**config.mk**
```make
export PLATFORM = sky130hd
export DESIGN_NAME = iiar_cell
export DESIGN_NICKNAME = d
export VERILOG_FILES = /design/src/rtl/assert_macros.svh /design/src/rtl/iiar_pkg.sv /design/src/rtl/iiar_cell.sv
export SDC_FILE = /design/constraint.sdc
export NUM_CORES = 1
export LEC_CHECK = 0
export BUFFER_PORTS_ARGS = -buffer_cell sky130_fd_sc_hd__buf_4
export CAP_MARGIN = 20
export CORE_MARGIN = 2
export CORE_UTILIZATION = 37
export DETAILED_ROUTE_END_ITERATION = 8
export PLACE_DENSITY = 0.77
export SLEW_MARGIN = 10
export SYNTH_ARGS = -nofsm -noshare
export SYNTH_HDL_FRONTEND = slang
export SYNTH_SLANG_ARGS = --single-unit
export TNS_END_PERCENT = 1
```
**constraint.sdc**
```tcl
create_clock -name clk_i -period 2.4 [get_ports clk_i]
set_clock_uncertainty 0.2 [all_clocks]
set_input_delay 0.24 -clock clk_i [delete_from_list [all_inputs] [get_ports clk_i]]
set_output_delay 0.24 -clock clk_i [all_outputs]
set_load 0.02 [all_outputs]
```
**src/rtl/assert_macros.svh**
```systemverilog
// Assertion helpers, included by the array unit RTL file.
`ifndef ASSERT_MACROS_SVH
`define ASSERT_MACROS_SVH

// Condition that must hold at every clock edge outside reset.
`define ASSERT_ALWAYS(lbl, cond) \
  lbl: assert property (@(posedge clk_i) disable iff (!rst_ni) (cond)) \
    else $error("assertion failed");

// Antecedent in one cycle implies the consequent in the next one.
`define ASSERT_NEXT(lbl, ante, cons) \
  lbl: assert property (@(posedge clk_i) disable iff (!rst_ni) (ante) |=> (cons)) \
    else $error("assertion failed");

`endif

```
**src/rtl/iiar_pkg.sv**
```systemverilog
`default_nettype none
package iiar_pkg;

  localparam int CAPACITY      = 64;
  localparam int DATA_W        = 32;
  localparam int ELEMENT_WIDTH = DATA_W;
  localparam int OP_W          = 3;
  localparam int POS_W         = 7;
  localparam int STATUS_W      = 2;
  localparam int CNT_W         = $clog2(CAPACITY + 1);
  localparam int IDX_W         = $clog2(CAPACITY);
  localparam int CMP_W         = (POS_W > CNT_W) ? POS_W : CNT_W;
  localparam int LEAF          = 8;
  localparam int NGROUP        = (CAPACITY + LEAF - 1) / LEAF;

  typedef enum logic [OP_W-1:0] {
    OP_INSERT = 3'd0,
    OP_REMOVE = 3'd1,
    OP_GET    = 3'd2,
    OP_SET    = 3'd3,
    OP_CLEAR  = 3'd4
  } op_e;

  typedef enum logic [STATUS_W-1:0] {
    ST_OK           = 2'd0,
    ST_BAD_POSITION = 2'd1,
    ST_FULL         = 2'd2,
    ST_EMPTY        = 2'd3
  } status_e;

  typedef enum logic [1:0] {
    CMD_HOLD   = 2'd0,
    CMD_INSERT = 2'd1,
    CMD_REMOVE = 2'd2,
    CMD_SET    = 2'd3
  } cmd_e;

  typedef struct packed {
    cmd_e              cmd;
    logic [POS_W-1:0]  pos;
    logic [DATA_W-1:0] wdata;
  } cell_ctrl_t;

endpackage
`default_nettype wire

```
**src/rtl/iiar_cell.sv**
```systemverilog
`default_nettype none
module iiar_cell (
  input  wire                               clk_i,
  input  wire  [iiar_pkg::IDX_W-1:0]        idx_i,
  input  wire  iiar_pkg::cell_ctrl_t        ctrl_i,
  input  wire  [iiar_pkg::ELEMENT_WIDTH-1:0] left_i,
  input  wire  [iiar_pkg::ELEMENT_WIDTH-1:0] right_i,
  output logic [iiar_pkg::ELEMENT_WIDTH-1:0] data_o,
  output logic [iiar_pkg::ELEMENT_WIDTH-1:0] rd_o
);

  logic [iiar_pkg::ELEMENT_WIDTH-1:0] data_q, data_d;
  logic [iiar_pkg::POS_W:0]           idx_ext, pos_ext;
  logic                               at_pos, above_pos;

  assign idx_ext   = (iiar_pkg::POS_W + 1)'(idx_i);
  assign pos_ext   = (iiar_pkg::POS_W + 1)'(ctrl_i.pos);
  assign at_pos    = (idx_ext == pos_ext);
  assign above_pos = (idx_ext > pos_ext);

  always_comb begin
    data_d = data_q;
    case (ctrl_i.cmd)
      iiar_pkg::CMD_INSERT: begin
        if (above_pos) data_d = left_i;
        else if (at_pos) data_d = ctrl_i.wdata;
      end
      iiar_pkg::CMD_REMOVE: begin
        if (above_pos || at_pos) data_d = right_i;
      end
      iiar_pkg::CMD_SET: begin
        if (at_pos) data_d = ctrl_i.wdata;
      end
      default: data_d = data_q;
    endcase
  end

  always_ff @(posedge clk_i) begin
    data_q <= data_d;
  end

  assign data_o = data_q;
  // Only the addressed cell puts its value on the read tree.
  assign rd_o   = at_pos ? data_q : '0;

endmodule
`default_nettype wire

```
==> metrics.txt <==
status=complete, no violations; DRC=0; Layout Nets=535; routed wl met2=3.86 mm; slew of the pin with the lowest slew margin=0.304 ns; fin crit share=0.840; clock-pin slew on the worst setup and hold paths=0.07 ns; die area=7250 um^2; Root Buffer=clkbuf_8; max cap viols=0; library cells used by synthesis=28; Layout area overhead=62.1%; n_diodes=0; initial DRC count=53; antenna-violating nets left=0; max reg flops=32; Post-CTS Setup Inserts=0; WL final=7.69 mm; unrepaired setup endpoints after global routing=no; Die Ht=85.1 um; largest net degree at the start of global routing=33; CP Max Fanout=32; average cell area after synthesis=10.1 um^2; clock sinks=32; GR Overflow Total=0; asr flop ratio synth=0; Layout Cells excl Fill=495; Top Layer Used=met4; final hold viol count=0; PortBufs=175; synthesized flop and latch total=32; Main synth FF type=edfxtp_1; CTS buffer count=5; Cell Rows=29; met1 wire length=3.08 mm; Synth area leaders=edfxtp_1 39%, mux2i_1 13%, and3_1 8.5%; Lkg Pwr=1.93 nW; type of origin of the critical path=input port; maximum vdd ir drop=0.240 mV; hold buffers post-CTS=0; multi-input logic area=1210 um^2; leading area contributor after synthesis=edfxtp_1; Worst slew margin=0.796; Worst Path Class, Setup=input port to output port; antenna violations before repair=0; fin crit period=2.02 ns; endpoints failing setup=0; TritonCTS clock tree=built; commonest non-fill, non-tap cell in the layout=buf_4; # IOs=176; HP Class=input port to register; routability cong.=0.791; vias=2539; setup slack at placement=0.233 ns; first-pass GRT wire length=12.2 mm; Pins Over Slew Limit=0; Final HPWL DP=5.93 mm; routed vias/inst=5.13; Data arrival, critical path=1.58 ns; share of cells above drive strength 1=0.505; cells after synthesis=242; router iterations before antenna repair=6; Inst Count DP=487; clock latency on the worst-skew pair=0.28 ns; fmax=496 MHz; Post-synth EDFFs=32; met3 WL=639 um; yosys warns=0; die span in x=85.1 um; wire length per cell=15.5 um; register area=961 um^2; commonest cells after routing, fill and taps aside=183 x buf_4, 38 x inv_1, 33 x and3_1; crit path capture type=output port; vias in the first global route=2570; H-tree levels=2; Resized Gates After CTS=0; Syn Nets=360; worst path required time=1.96 ns; Setup WS post-layout=0.384 ns; Initial Utilization=0.384; maximum buffer depth of the clock tree=2; core area=6350 um^2; setup_tns=0 ns; Syn Std Cell Area=2440 um^2; gr usage total=0.209; share of the synthesized area in the top cell type=0.394; sequential share of the synthesized area=0.394; power per cell area=460 nW/um^2; Final Core Density=0.622; Fill cells=542
==> per-layer routing <==
metal,vias to the layer above,global-route usage
li1,1242,-
met5,-,0
met4,0,0.0592
met2,118,0.362
met1,1169,0.257
met3,10,0.0525
==> power by group <==
group	leakage [nW]	internal (mW)	switching (mW)
combinational	1.58	0.330	0.309
sequential	0.318	0.721	0.0579
clock	0.0388	0.201	0.199
==> per-stage QoR <==
step,total power [mW],hold WS [ns],instance area (um^2)
after floorplan,1.10,0.234,2440
after global placement,1.42,0.318,3870
after detailed placement,1.44,0.326,3870
after CTS,1.84,0.0299,3950
after global routing,1.93,0.0291,3950
final,1.82,0.0368,3950
==> final timing paths <==
path,startpoint,to,slack (ns),depth (start not counted)
setup / recovery,idx_i[4],rd_o[12],0.38,6
hold / removal,right_i[29],data_o[29]$_DFFE_PP_,0.04,3
setup reg to reg,data_o[21]$_DFFE_PP_,data_o[21]$_DFFE_PP_,1.22,2
hold reg to reg,data_o[12]$_DFFE_PP_,data_o[12]$_DFFE_PP_,0.48,2
==> worst max-delay path: stages <==
cell and delay [ns]:
buf_4 0.11, ha_1 0.31, and4b_2 0.25, buf_4 0.31, and3_1 0.22, buf_4 0.14
==> cells in the mapped netlist, drive strengths merged, types with 2 or more instances <==
cell	number
a21oi	3
clkbuf	9
mux2i	32
ha	6
nand2	32
and3	33
o21bai	2
o21ai	2
buf	10
inv	38
edfxtp	32
nor2	2
o221ai	32
==> cell type report <==
type                    count  area share
clock buffers               6      0.0184
clock inverters             2     0.00285
inverters                  38      0.0361
multi-input cells         153       0.307
flip-flops and latches     32       0.243
well taps                  77      0.0244
repair buffers            187       0.368
==> cells by family after synthesis <==
family                   after synthesis  synth area share
buffers and inverters                 57             0.113
AO/OA/AOI/OAI                         42             0.172
flip-flops                            32             0.394
adder cells (fa/ha/maj)                6            0.0308
multiplexers                          32             0.131
AND/OR/NAND/NOR                       73             0.159
No activity file was read; power rests on OpenSTA's default activity.
